$ cat src/sv/homography_inlier_scoring_top_macros.svh
// Assertion macros shared by the inlier scoring modules.
// Each macro expects signals named clk and rst in the module that uses it.
`ifndef HOMOGRAPHY_INLIER_SCORING_TOP_MACROS_SVH
`define HOMOGRAPHY_INLIER_SCORING_TOP_MACROS_SVH

// Same-cycle implication, checked outside reset
`define HIS_ASSERT_IMP(lbl, ante, cons, msg) \
  lbl: assert property (@(posedge clk) disable iff (rst) (ante) |-> (cons)) \
    else $error(msg);

// Next-cycle implication, checked outside reset
`define HIS_ASSERT_NXT(lbl, ante, cons, msg) \
  lbl: assert property (@(posedge clk) disable iff (rst) (ante) |=> (cons)) \
    else $error(msg);

`endif

$ cat src/sv/his_pkg.sv
// Shared constants, types and helpers for the homography inlier scorer.
// No dependencies; every other file but the assertion macros header imports this package.
package his_pkg;

  // Field and register widths
  localparam int COEF_BITS = 21;
  localparam int MAX_PAIRS = 1024;
  localparam int CFG_W     = 3 * COEF_BITS;
  localparam int CFG_IDX_W = 2;
  localparam int THR_W     = 16;
  localparam int PT_W      = 16;
  localparam int TOT_W     = 11;
  localparam int RATIO_W   = 17;
  localparam int CNT_W     = $clog2(MAX_PAIRS + 1);

  // Register indexes on the configuration port
  localparam logic [CFG_IDX_W-1:0] REG_COEF_X = CFG_IDX_W'(0);
  localparam logic [CFG_IDX_W-1:0] REG_COEF_Y = CFG_IDX_W'(1);
  localparam logic [CFG_IDX_W-1:0] REG_COEF_W = CFG_IDX_W'(2);
  localparam logic [CFG_IDX_W-1:0] REG_THRESH = CFG_IDX_W'(3);

  // Shared multiplier and accumulator
  localparam int EX_W    = 18;
  localparam int MUL_B_W = EX_W;
  localparam int MUL_A_W = (COEF_BITS > EX_W) ? COEF_BITS : EX_W;
  localparam int PROD_W  = MUL_A_W + MUL_B_W;
  localparam int ACC_W   = PROD_W + 2;

  // Fixed-point alignment shifts
  localparam int H2_SH    = 16;
  localparam int H8_SH    = 8;
  localparam int NUM_SH   = 8;
  localparam int RATIO_SH = 16;

  // Shared divider
  localparam int QUO_W     = 24;
  localparam int DIV_D_W   = ACC_W - 1;
  localparam int DIV_N_W   = ACC_W - 1 + NUM_SH;
  localparam int DSH_W     = DIV_D_W + QUO_W;
  localparam int DIV_CNT_W = $clog2(QUO_W + 1);
  localparam int E_W       = QUO_W + 1;

  typedef struct packed {
    logic [CFG_W-1:0] coef_x;
    logic [CFG_W-1:0] coef_y;
    logic [CFG_W-1:0] coef_w;
    logic [THR_W-1:0] thr;
  } cfg_t;

  typedef struct packed {
    logic                      mul_en;
    logic signed [MUL_A_W-1:0] a;
    logic signed [MUL_B_W-1:0] b;
    logic                      acc_en;
    logic                      keep;
    logic                      use_prod;
    logic                      sub;
    logic signed [ACC_W-1:0]   addend;
  } mac_op_t;

  typedef struct packed {
    logic               start;
    logic [DIV_N_W-1:0] num;
    logic [DIV_D_W-1:0] den;
  } div_req_t;

  typedef struct packed {
    logic             done;
    logic             ovf;
    logic [QUO_W-1:0] quo;
  } div_rsp_t;

  // Pull coefficient k out of a packed coefficient register
  function automatic logic signed [COEF_BITS-1:0] coef_fld(input logic [CFG_W-1:0] r,
                                                           input logic [1:0] k);
    return r[k*COEF_BITS +: COEF_BITS];
  endfunction

endpackage

$ cat src/sv/his_pair_if.sv
// Input channel of the scorer: one matched point pair per word.
// Depends on his_pkg for field widths.
interface his_pair_if import his_pkg::*; ();
  logic            valid;
  logic            ready;
  logic [PT_W-1:0] src_x;
  logic [PT_W-1:0] src_y;
  logic [PT_W-1:0] dst_x;
  logic [PT_W-1:0] dst_y;
  logic            pair_valid;
  logic            last_pair;

  modport source (output valid, src_x, src_y, dst_x, dst_y, pair_valid, last_pair,
                  input ready);
  modport sink (input valid, src_x, src_y, dst_x, dst_y, pair_valid, last_pair,
                output ready);
endinterface

$ cat src/sv/his_result_if.sv
// Result channel of the scorer: one score word per pair.
// Depends on his_pkg for field widths.
interface his_result_if import his_pkg::*; ();
  logic               valid;
  logic               ready;
  logic               is_inlier;
  logic               was_counted;
  logic [TOT_W-1:0]   inlier_total;
  logic [TOT_W-1:0]   used_total;
  logic [RATIO_W-1:0] inlier_ratio;
  logic               run_end;

  modport source (output valid, is_inlier, was_counted, inlier_total, used_total,
                  inlier_ratio, run_end, input ready);
  modport sink (input valid, is_inlier, was_counted, inlier_total, used_total,
                inlier_ratio, run_end, output ready);
endinterface

$ cat src/sv/his_mac.sv
// Shared signed multiplier with a registered product and an accumulator.
// Depends on his_pkg (mac_op_t, widths).
module his_mac import his_pkg::*; (
  input  logic                    clk,
  input  mac_op_t                 op,
  output logic signed [ACC_W-1:0] acc
);

  logic signed [MUL_A_W-1:0] op_a;
  logic signed [MUL_B_W-1:0] op_b;
  logic signed [ACC_W-1:0]   op_addend;
  logic signed [PROD_W-1:0]  a_x;
  logic signed [PROD_W-1:0]  b_x;
  logic signed [PROD_W-1:0]  prod;
  logic signed [ACC_W-1:0]   prod_x;
  logic signed [ACC_W-1:0]   base;
  logic signed [ACC_W-1:0]   term;

  assign op_a      = op.a;
  assign op_b      = op.b;
  assign op_addend = op.addend;
  assign a_x       = PROD_W'(op_a);
  assign b_x       = PROD_W'(op_b);
  assign prod_x    = ACC_W'(prod);

  // Pick the accumulator base and the signed product term
  always_comb begin
    base = op.keep ? acc : op_addend;
    if (!op.use_prod) begin
      term = '0;
    end else if (op.sub) begin
      term = -prod_x;
    end else begin
      term = prod_x;
    end
  end

  // Register the product, then fold it into the accumulator
  always_ff @(posedge clk) begin
    if (op.mul_en) begin
      prod <= a_x * b_x;
    end
    if (op.acc_en) begin
      acc <= base + term;
    end
  end

endmodule

$ cat src/sv/his_div.sv
// Shared restoring divider: 24 quotient bits, one bit a cycle, with an
// up-front overflow test. Depends on his_pkg and the assertion macros.
`include "homography_inlier_scoring_top_macros.svh"

module his_div import his_pkg::*; (
  input  logic     clk,
  input  logic     rst,
  input  div_req_t req,
  output div_rsp_t rsp
);

  typedef enum logic {D_IDLE, D_RUN} dstate_t;

  dstate_t              state;
  logic [DIV_N_W-1:0]   rem;
  logic [DSH_W-1:0]     dsh;
  logic [QUO_W-1:0]     quo;
  logic [DIV_CNT_W-1:0] cnt;
  logic                 ovf;
  logic                 done;
  logic                 ge;

  // Trial compare of the remainder against the shifted divisor
  assign ge = (DSH_W'(rem) >= dsh);

  assign rsp.done = done;
  assign rsp.ovf  = ovf;
  assign rsp.quo  = quo;

  // Step 0 tests for a quotient of 2^24 or more, steps 1..24 make the bits
  always_ff @(posedge clk) begin
    if (rst) begin
      state <= D_IDLE;
      done  <= 1'b0;
    end else begin
      done <= 1'b0;
      case (state)
        D_IDLE: begin
          if (req.start) begin
            rem   <= req.num;
            dsh   <= {req.den, {QUO_W{1'b0}}};
            quo   <= '0;
            cnt   <= '0;
            ovf   <= 1'b0;
            state <= D_RUN;
          end
        end
        D_RUN: begin
          dsh <= dsh >> 1;
          cnt <= cnt + 1'b1;
          if (cnt == '0) begin
            ovf <= ge;
            if (ge) begin
              done  <= 1'b1;
              state <= D_IDLE;
            end
          end else begin
            if (ge) begin
              rem <= rem - dsh[DIV_N_W-1:0];
            end
            quo <= {quo[QUO_W-2:0], ge};
            if (cnt == DIV_CNT_W'(QUO_W)) begin
              done  <= 1'b1;
              state <= D_IDLE;
            end
          end
        end
        default: state <= D_IDLE;
      endcase
    end
  end

  `HIS_ASSERT_IMP(a_div_start_idle, req.start, state == D_IDLE, "divider started while busy")
  `HIS_ASSERT_IMP(a_div_done_idle, done, state == D_IDLE, "divider done but still running")
  `HIS_ASSERT_NXT(a_div_last_step, state == D_RUN && cnt == DIV_CNT_W'(QUO_W), done, "divider overran its last step")

endmodule

$ cat src/sv/his_seq.sv
// Sequencer of the scorer: drives the shared multiply-accumulate and divider
// units, keeps the run counters and the result register.
// Depends on his_pkg, his_mac, his_div, the channel interfaces and the macros.
`include "homography_inlier_scoring_top_macros.svh"

module his_seq import his_pkg::*; (
  input  logic          clk,
  input  logic          rst,
  input  cfg_t          cfg,
  his_pair_if.sink      pair,
  his_result_if.source  result
);

  typedef enum logic [4:0] {
    S_IDLE, S_DEN0, S_DEN1, S_DEN2, S_NX0, S_NX1, S_NY0, S_NY1,
    S_DIVX, S_SQX, S_SQX1, S_DIVY, S_SQY, S_SQY1, S_THR, S_CMP,
    S_CNT, S_RSTART, S_RDIV, S_OUT
  } state_t;

  state_t                  state;
  logic [PT_W-1:0]         sx;
  logic [PT_W-1:0]         sy;
  logic [PT_W-1:0]         dx;
  logic [PT_W-1:0]         dy;
  logic                    valid_r;
  logic                    last_r;
  logic signed [ACC_W-1:0] den_r;
  logic                    qsgn;
  logic signed [EX_W-1:0]  ex_r;
  logic                    far_r;
  logic                    inlier_r;
  logic [RATIO_W-1:0]      ratio_r;
  logic [CNT_W-1:0]        inlier_counter;
  logic [CNT_W-1:0]        used_counter;

  logic                    res_valid;
  logic                    res_inlier;
  logic                    res_counted;
  logic [TOT_W-1:0]        res_inl_tot;
  logic [TOT_W-1:0]        res_used_tot;
  logic [RATIO_W-1:0]      res_ratio;
  logic                    res_end;

  mac_op_t                 mac_op;
  logic signed [ACC_W-1:0] acc;
  div_req_t                div_req;
  div_rsp_t                div_rsp;

  logic signed [COEF_BITS-1:0] h0, h1, h2, h3, h4, h5, h6, h7, h8;
  logic [ACC_W-1:0]            acc_mag;
  logic [ACC_W-1:0]            den_mag;
  logic [PT_W-1:0]             dsel;
  logic [E_W-1:0]              q_mag;
  logic signed [E_W-1:0]       q_s;
  logic signed [E_W-1:0]       e_s;
  logic                        near;
  logic                        far_now;
  logic                        out_free;

  his_mac u_mac (
    .clk (clk),
    .op  (mac_op),
    .acc (acc)
  );

  his_div u_div (
    .clk (clk),
    .rst (rst),
    .req (div_req),
    .rsp (div_rsp)
  );

  // Unpack the coefficients
  assign h0 = coef_fld(cfg.coef_x, 2'd0);
  assign h1 = coef_fld(cfg.coef_x, 2'd1);
  assign h2 = coef_fld(cfg.coef_x, 2'd2);
  assign h3 = coef_fld(cfg.coef_y, 2'd0);
  assign h4 = coef_fld(cfg.coef_y, 2'd1);
  assign h5 = coef_fld(cfg.coef_y, 2'd2);
  assign h6 = coef_fld(cfg.coef_w, 2'd0);
  assign h7 = coef_fld(cfg.coef_w, 2'd1);
  assign h8 = coef_fld(cfg.coef_w, 2'd2);

  assign pair.ready = (state == S_IDLE);
  assign out_free   = !res_valid || result.ready;

  // Magnitudes for the unsigned divider
  assign acc_mag = acc[ACC_W-1] ? ACC_W'(-acc) : ACC_W'(acc);
  assign den_mag = den_r[ACC_W-1] ? ACC_W'(-den_r) : ACC_W'(den_r);

  // Signed projected coordinate minus destination; flag points far away
  always_comb begin
    dsel    = (state == S_DIVY) ? dy : dx;
    q_mag   = {2'b00, div_rsp.quo[QUO_W-2:0]};
    q_s     = qsgn ? -q_mag : q_mag;
    e_s     = q_s - E_W'(dsel);
    near    = (e_s[E_W-1:EX_W-2] == '0) || (e_s[E_W-1:EX_W-2] == '1);
    far_now = div_rsp.ovf || div_rsp.quo[QUO_W-1] || !near;
  end

  // Micro-operation of the shared multiply-accumulate for each step
  always_comb begin
    mac_op = '0;
    case (state)
      S_DEN0: begin
        mac_op.mul_en = 1'b1;
        mac_op.a      = MUL_A_W'(h6);
        mac_op.b      = MUL_B_W'(sx);
        mac_op.acc_en = 1'b1;
        mac_op.addend = ACC_W'(h8) <<< H8_SH;
      end
      S_DEN1: begin
        mac_op.mul_en   = 1'b1;
        mac_op.a        = MUL_A_W'(h7);
        mac_op.b        = MUL_B_W'(sy);
        mac_op.acc_en   = 1'b1;
        mac_op.keep     = 1'b1;
        mac_op.use_prod = 1'b1;
      end
      S_DEN2: begin
        mac_op.mul_en   = 1'b1;
        mac_op.a        = MUL_A_W'(h0);
        mac_op.b        = MUL_B_W'(sx);
        mac_op.acc_en   = 1'b1;
        mac_op.keep     = 1'b1;
        mac_op.use_prod = 1'b1;
      end
      S_NX0: begin
        mac_op.mul_en   = 1'b1;
        mac_op.a        = MUL_A_W'(h1);
        mac_op.b        = MUL_B_W'(sy);
        mac_op.acc_en   = 1'b1;
        mac_op.use_prod = 1'b1;
        mac_op.addend   = ACC_W'(h2) <<< H2_SH;
      end
      S_NX1: begin
        mac_op.mul_en   = 1'b1;
        mac_op.a        = MUL_A_W'(h3);
        mac_op.b        = MUL_B_W'(sx);
        mac_op.acc_en   = 1'b1;
        mac_op.keep     = 1'b1;
        mac_op.use_prod = 1'b1;
      end
      S_NY0: begin
        mac_op.mul_en   = 1'b1;
        mac_op.a        = MUL_A_W'(h4);
        mac_op.b        = MUL_B_W'(sy);
        mac_op.acc_en   = 1'b1;
        mac_op.use_prod = 1'b1;
        mac_op.addend   = ACC_W'(h5) <<< H2_SH;
      end
      S_NY1: begin
        mac_op.acc_en   = 1'b1;
        mac_op.keep     = 1'b1;
        mac_op.use_prod = 1'b1;
      end
      S_SQX, S_SQY: begin
        mac_op.mul_en = 1'b1;
        mac_op.a      = MUL_A_W'(ex_r);
        mac_op.b      = ex_r;
      end
      S_SQX1: begin
        mac_op.acc_en   = 1'b1;
        mac_op.use_prod = 1'b1;
      end
      S_SQY1: begin
        mac_op.mul_en   = 1'b1;
        mac_op.a        = MUL_A_W'(cfg.thr);
        mac_op.b        = MUL_B_W'(cfg.thr);
        mac_op.acc_en   = 1'b1;
        mac_op.keep     = 1'b1;
        mac_op.use_prod = 1'b1;
      end
      S_THR: begin
        mac_op.acc_en   = 1'b1;
        mac_op.keep     = 1'b1;
        mac_op.use_prod = 1'b1;
        mac_op.sub      = 1'b1;
      end
      default: mac_op = '0;
    endcase
  end

  // Divider requests: x and y projections, then the run ratio
  always_comb begin
    div_req = '0;
    case (state)
      S_NY0, S_SQX: begin
        div_req.start = (den_r != '0);
        div_req.num   = {acc_mag[ACC_W-2:0], {NUM_SH{1'b0}}};
        div_req.den   = den_mag[DIV_D_W-1:0];
      end
      S_RSTART: begin
        div_req.start = (used_counter != '0);
        div_req.num   = DIV_N_W'({inlier_counter, {RATIO_SH{1'b0}}});
        div_req.den   = DIV_D_W'(used_counter);
      end
      default: div_req = '0;
    endcase
  end

  // Sequencer, counters and result register
  always_ff @(posedge clk) begin
    if (rst) begin
      state          <= S_IDLE;
      res_valid      <= 1'b0;
      inlier_counter <= '0;
      used_counter   <= '0;
    end else begin
      if (result.ready) begin
        res_valid <= 1'b0;
      end
      case (state)
        S_IDLE: begin
          if (pair.valid) begin
            sx       <= pair.src_x;
            sy       <= pair.src_y;
            dx       <= pair.dst_x;
            dy       <= pair.dst_y;
            valid_r  <= pair.pair_valid;
            last_r   <= pair.last_pair;
            inlier_r <= 1'b0;
            far_r    <= 1'b0;
            ratio_r  <= '0;
            state    <= pair.pair_valid ? S_DEN0 : S_CNT;
          end
        end
        S_DEN0: state <= S_DEN1;
        S_DEN1: state <= S_DEN2;
        S_DEN2: state <= S_NX0;
        S_NX0: begin
          den_r <= acc;
          state <= S_NX1;
        end
        S_NX1: state <= S_NY0;
        S_NY0: begin
          // A zero denominator leaves the pair an outlier
          qsgn  <= acc[ACC_W-1] ^ den_r[ACC_W-1];
          state <= (den_r == '0) ? S_CNT : S_NY1;
        end
        S_NY1: state <= S_DIVX;
        S_DIVX: begin
          if (div_rsp.done) begin
            ex_r  <= e_s[EX_W-1:0];
            far_r <= far_r | far_now;
            state <= S_SQX;
          end
        end
        S_SQX: begin
          qsgn  <= acc[ACC_W-1] ^ den_r[ACC_W-1];
          state <= S_SQX1;
        end
        S_SQX1: state <= S_DIVY;
        S_DIVY: begin
          if (div_rsp.done) begin
            ex_r  <= e_s[EX_W-1:0];
            far_r <= far_r | far_now;
            state <= S_SQY;
          end
        end
        S_SQY:  state <= S_SQY1;
        S_SQY1: state <= S_THR;
        S_THR:  state <= S_CMP;
        S_CMP: begin
          // Accumulator holds d2 - t2 here
          inlier_r <= !far_r && acc[ACC_W-1];
          state    <= S_CNT;
        end
        S_CNT: begin
          if (valid_r) begin
            if (used_counter < CNT_W'(MAX_PAIRS)) begin
              used_counter <= used_counter + 1'b1;
            end
            if (inlier_r && (inlier_counter < CNT_W'(MAX_PAIRS))) begin
              inlier_counter <= inlier_counter + 1'b1;
            end
          end
          state <= last_r ? S_RSTART : S_OUT;
        end
        S_RSTART: state <= (used_counter != '0) ? S_RDIV : S_OUT;
        S_RDIV: begin
          if (div_rsp.done) begin
            ratio_r <= div_rsp.quo[RATIO_W-1:0];
            state   <= S_OUT;
          end
        end
        S_OUT: begin
          // Hold until the result register is free, then clear on run end
          if (out_free) begin
            res_valid    <= 1'b1;
            res_inlier   <= inlier_r;
            res_counted  <= valid_r;
            res_inl_tot  <= TOT_W'(inlier_counter);
            res_used_tot <= TOT_W'(used_counter);
            res_ratio    <= ratio_r;
            res_end      <= last_r;
            if (last_r) begin
              inlier_counter <= '0;
              used_counter   <= '0;
            end
            state <= S_IDLE;
          end
        end
        default: state <= S_IDLE;
      endcase
    end
  end

  assign result.valid        = res_valid;
  assign result.is_inlier    = res_inlier;
  assign result.was_counted  = res_counted;
  assign result.inlier_total = res_inl_tot;
  assign result.used_total   = res_used_tot;
  assign result.inlier_ratio = res_ratio;
  assign result.run_end      = res_end;

  `HIS_ASSERT_IMP(a_inl_le_used, state == S_OUT, inlier_counter <= used_counter, "more inliers than used pairs")
  `HIS_ASSERT_NXT(a_run_clear, state == S_OUT && last_r && out_free, used_counter == '0 && inlier_counter == '0, "counters not cleared after run end")
  `HIS_ASSERT_IMP(a_div_from, div_req.start, state == S_NY0 || state == S_SQX || state == S_RSTART, "divider started from a wrong step")

endmodule

$ cat src/sv/homography_inlier_scoring_top.sv
// Homography inlier scorer, top level: configuration registers and the sequencer.
// A used pair with a nonzero denominator makes two passes through the shared divider,
// one per projected coordinate; an unused pair skips them, and the last pair of a run
// adds a ratio division on the same divider when the run used any pair.
// One pair is in flight at a time; the next is taken as soon as its result is registered.
// Synchronous active-high reset: counters clear, threshold 16, coefficients 0.
module homography_inlier_scoring_top import his_pkg::*; (
  input  logic                 clk,
  input  logic                 rst,
  his_pair_if.sink             pair,
  his_result_if.source         result,
  input  logic                 cfg_we,
  input  logic [CFG_IDX_W-1:0] cfg_index,
  input  logic [CFG_W-1:0]     cfg_data
);

  cfg_t cfg;

  // Register writes from the configuration port
  always_ff @(posedge clk) begin
    if (rst) begin
      cfg.coef_x <= '0;
      cfg.coef_y <= '0;
      cfg.coef_w <= '0;
      cfg.thr    <= THR_W'(16);
    end else if (cfg_we) begin
      case (cfg_index)
        REG_COEF_X: cfg.coef_x <= cfg_data;
        REG_COEF_Y: cfg.coef_y <= cfg_data;
        REG_COEF_W: cfg.coef_w <= cfg_data;
        REG_THRESH: cfg.thr    <= cfg_data[THR_W-1:0];
        default:    cfg.thr    <= cfg.thr;
      endcase
    end
  end

  his_seq u_seq (
    .clk    (clk),
    .rst    (rst),
    .cfg    (cfg),
    .pair   (pair),
    .result (result)
  );

endmodule

$ cat src/flat_wrapper.sv
// flat-port wrapper written by rule: the top's interface ports become plain ports
module homography_inlier_scoring_top_flat import his_pkg::*;
  (clk, rst, cfg_we, cfg_index, cfg_data, pair_valid, pair_src_x, pair_src_y, pair_dst_x, pair_dst_y, pair_pair_valid, pair_last_pair, pair_ready, result_valid, result_is_inlier, result_was_counted, result_inlier_total, result_used_total, result_inlier_ratio, result_run_end, result_ready);
  his_pair_if pair_i ();
  his_result_if result_i ();
  input  logic clk;
  input  logic rst;
  input  logic cfg_we;
  input  logic [CFG_IDX_W-1:0] cfg_index;
  input  logic [CFG_W-1:0] cfg_data;
  input wire logic [$bits(pair_i.valid)-1:0] pair_valid;
  input wire logic [$bits(pair_i.src_x)-1:0] pair_src_x;
  input wire logic [$bits(pair_i.src_y)-1:0] pair_src_y;
  input wire logic [$bits(pair_i.dst_x)-1:0] pair_dst_x;
  input wire logic [$bits(pair_i.dst_y)-1:0] pair_dst_y;
  input wire logic [$bits(pair_i.pair_valid)-1:0] pair_pair_valid;
  input wire logic [$bits(pair_i.last_pair)-1:0] pair_last_pair;
  output wire logic [$bits(pair_i.ready)-1:0] pair_ready;
  output wire logic [$bits(result_i.valid)-1:0] result_valid;
  output wire logic [$bits(result_i.is_inlier)-1:0] result_is_inlier;
  output wire logic [$bits(result_i.was_counted)-1:0] result_was_counted;
  output wire logic [$bits(result_i.inlier_total)-1:0] result_inlier_total;
  output wire logic [$bits(result_i.used_total)-1:0] result_used_total;
  output wire logic [$bits(result_i.inlier_ratio)-1:0] result_inlier_ratio;
  output wire logic [$bits(result_i.run_end)-1:0] result_run_end;
  input wire logic [$bits(result_i.ready)-1:0] result_ready;
  assign pair_i.valid = pair_valid;
  assign pair_i.src_x = pair_src_x;
  assign pair_i.src_y = pair_src_y;
  assign pair_i.dst_x = pair_dst_x;
  assign pair_i.dst_y = pair_dst_y;
  assign pair_i.pair_valid = pair_pair_valid;
  assign pair_i.last_pair = pair_last_pair;
  assign pair_ready = pair_i.ready;
  assign result_valid = result_i.valid;
  assign result_is_inlier = result_i.is_inlier;
  assign result_was_counted = result_i.was_counted;
  assign result_inlier_total = result_i.inlier_total;
  assign result_used_total = result_i.used_total;
  assign result_inlier_ratio = result_i.inlier_ratio;
  assign result_run_end = result_i.run_end;
  assign result_i.ready = result_ready;
  homography_inlier_scoring_top u_core (.clk(clk), .rst(rst), .pair(pair_i), .result(result_i), .cfg_we(cfg_we), .cfg_index(cfg_index), .cfg_data(cfg_data));
endmodule
$ cat config.mk
export PLATFORM = sky130hd
export DESIGN_NAME = homography_inlier_scoring_top_flat
export DESIGN_NICKNAME = d
export VERILOG_FILES = /design/src/sv/his_pkg.sv /design/src/sv/his_pair_if.sv /design/src/sv/his_result_if.sv /design/src/sv/his_mac.sv /design/src/sv/his_div.sv /design/src/sv/his_seq.sv /design/src/sv/homography_inlier_scoring_top.sv /design/src/flat_wrapper.sv
export VERILOG_INCLUDE_DIRS = /design/src /design/src/sv
export SDC_FILE = /design/constraint.sdc
export NUM_CORES = 2
export LEC_CHECK = 0
export ABC_AREA = 1
export ABC_CLOCK_PERIOD_IN_PS = 19300
export CAP_MARGIN = 10
export CORE_ASPECT_RATIO = 0.8
export CORE_MARGIN = 10
export CORE_UTILIZATION = 56
export CTS_CLUSTER_SIZE = 24
export DETAILED_ROUTE_END_ITERATION = 10
export DONT_BUFFER_PORTS = 1
export PLACE_DENSITY = 0.71
export SYNTH_ARGS = -nofsm -noshare
export SYNTH_HDL_FRONTEND = slang
export SYNTH_HIERARCHICAL = 1
export SYNTH_SLANG_ARGS = --single-unit
$ cat constraint.sdc
create_clock -name clk -period 19.3 [get_ports clk]
set_input_delay 0.965 -clock clk [delete_from_list [all_inputs] [get_ports clk]]
set_output_delay 0.965 -clock clk [all_outputs]
set_load 0.03 [all_outputs]
==> results.ini <==
[outcome]
status=completed

[route]
drt_iter0_drc=5229
dr.pass1.iters=5
viasPerCell=5.53
wl_per_cell_um=20.0
ant_nets=0
dr_total_vias=47170
drc_errors=0
wirelength_um=171000

[sta]
holdWs_ns=0.376
maxSlewViolCount=0
maxSlewHeadroom=0.139
grt_setup_unrepaired=no
period_share=0.493
setup_viol=0
worst-slew-pin-transition_ns=1.29
hold_viol=0
fin_skew_ns=0.0419
fmax_mhz=105
setup_tns_ns=0
fin_crit_ns=9.52

[synthesis]
synth_top_area_frac=0.227
ys_top_cells_by_count=nand2_1, inv_1, nor2_1
syn_inst=7272
post-synth-top-area-cell=edfxtp_1
synth_flop_cell=edfxtp_1
syn_avg_cell_area_um2=7.43
ys_ff_latch=644
synth.most_common_cell=nand2_1
yosysWarnings=6
yosysSeqAreaShare=0.315
async_flop_share=0
synth_area_leaders=edfxtp_1, fa_1, nand2_1
synth-edff-count=409
netlist-cell-type-count=65
syn_area_um2=54000

[clock_network]
htree_num_levels=3
post_cts_buffers=0
cts_resized=0
clockRootBuffer=clkbuf_16
insertion_delay_ns=0.67
clockBufferDepth=3
cts.sink_count=644
hold_buffers=0
cts_tree=done
cts_buffers=71
clk_pin_slew_ns=0.06

[power]
cellInternalPower_mw=3.02
clkPwrFrac=0.298
power.density_cell_area_nw_per_um2=86.1
seqPwrFrac=0.389
swShare=0.394
leakagePower_nw=28.5
combPwrFrac=0.314
power.switching_mw=1.96
vdd_drop_max_uv=88.3

[global_route]
antenna_found_initial=3
grt_overflow=0
grt_pass1_vias=44384
grt_max_degree=130
grt_pass1_wl_um=263000
track_usage=0.305

[setup_path]
r2r_slack_ns=9.78
crit_arrival_ns=9.91
required_ns=19.69
start_kind=flop
worstPathMaxFanout=21
end_kind=flop
cp_slowest_cell=nand3_1
critPathMaxStageDelay_ns=0.93
crit_type=reg -> reg
cpMostUsedCell=inv_1

[floorplan]
io_pins=180
die_w_um=367
die_h_um=298
row_count=101
core_um2=95300
die-area_um2=109000
start_util=0.567

[run]
drv_cap=0

[placed_design]
gp_congestion=0.978
dpl.hpwl_um=132000
io_buffers=0

[cells_and_area]
nets=7904
syn_to_final_growth_pct=7.02
layout-drive-gt1-share=0.0585

[hold_path]
hold_class=in -> reg

[sequential cells by signal (all words and copies together), names as in the netlist, 16 cells and up]
name and count:
u_core/cfg 205, u_core/u_seq/den_r 41, u_core/u_seq/dx 16, u_core/u_seq/dy 16, u_core/u_seq/ex_r 18, u_core/u_seq/ratio_r 17, u_core/u_seq/result.inlier_ratio 17, u_core/u_seq/sx 16
u_core/u_seq/sy 16, u_core/u_seq/u_div/dsh 64, u_core/u_seq/u_div/quo 24, u_core/u_seq/u_div/rem 48, u_core/u_seq/u_mac/acc 41, u_core/u_seq/u_mac/prod 39
[per-layer routing]
metal | up-vias | track usage | part of all wire
met1 | 22326 | 0.440 | 0.44
met5 | - | 0 | 0.000041
met3 | 257 | 0.0813 | 0.11
li1 | 22397 | - | -
met2 | 2188 | 0.445 | 0.42
met4 | 2 | 0.0858 | 0.030
[worst paths after layout]
path | from | end | cells past startpoint
worst max register to register | u_core/u_seq/state[0] | u_core/u_seq/u_mac/prod[32] | 28
worst min-delay path | rst | u_core/u_seq/state[0] | 1
worst min register to register | u_core/u_seq/ratio_r[0] | u_core/u_seq/result.inlier_ratio[0] | 0
worst max-delay path | u_core/u_seq/state[0] | u_core/u_seq/u_mac/prod[32] | 28
[layout make-up]
cell class	count	area (µm²)
Tap cell	1287	1610
Multi-Input combinational cell	4934	30600
Sequential cell	644	17000
Clock buffer	95	2060
Timing Repair Buffer	63	498
Inverter	1462	5500
Antenna cell	2	5.00
Fill cell	8821	37500
Clock inverter	36	502
[worst max-delay path: cells and delay by family, from the launching register on]
kind / cells / cell delay, ns
and+or+nand+nor: 11 / 2.45
AOI/OAI and AO/OA: 1 / 0.68
adders and majority gates: 7 / 4.03
buffers and inverters: 9 / 1.67
DFF: 1 / 0.38
[logic make-up after synthesis]
group	count (synthesis)	synth area share
mux	55	0.0111
xor+xnor	113	0.0183
buf+inv	1709	0.121
fa+ha+maj	592	0.190
simple gates	3396	0.264
flops	644	0.315
compound gates	762	0.0806
other cells	1	0.0000694
[power groups by stage]
stage | Clock (mW) | Sequential (mW) | Combinational (mW)
5_1_grt | 1.56 | 1.94 | 1.71
2_1_floorplan | 0 | 1.85 | 1.05
4_1_cts | 1.50 | 1.93 | 1.53
3_3_place_gp | 0 | 1.95 | 1.51
6_report | 1.48 | 1.93 | 1.56
3_5_place_dp | 0 | 1.95 | 1.53
[through the flow]
stage / power, mW / instance area [µm²] / utilization / worst slack [ns] / std cells
after floorplan: 2.90 / 54100 / - / 12.08 / 7287
after global placement: 3.46 / 55200 / 0.579 / 9.99 / 8388
after detailed placement: 3.48 / 55200 / 0.579 / 9.96 / 8388
after CTS: 4.96 / 57700 / 0.606 / 9.91 / 8519
after global routing: 5.21 / 57800 / 0.606 / 9.20 / 8521
final: 4.97 / 57800 / 0.607 / 9.78 / 8523
[placed cells by master (no fill, tap or decap), types with 22 or more instances in the layout]
cell / Yosys / routed
nand2_1: 1857 / 1857
inv_1: 1427 / 1425
nor2_1: 851 / 843
edfxtp_1: 409 / 409
fa_1: 380 / 380
a21oi_1: 331 / 331
nand3_1: 328 / 326
dfxtp_1: 235 / 234
o21ai_0: 213 / 213
ha_1: 212 / 212
nand4_1: 80 / 80
clkbuf_16: 0 / 78
xor2_1: 74 / 74
nor3_1: 72 / 70
buf_4: 22 / 61
nand2_2: 40 / 40
mux2_2: 40 / 40
nor2_2: 38 / 39
xnor2_1: 39 / 39
inv_2: 27 / 28
o21ai_1: 30 / 28
a221oi_1: 26 / 26
nor2_4: 15 / 22
nor4_1: 22 / 22
Note: power is estimated with default switching activity, not from simulation.
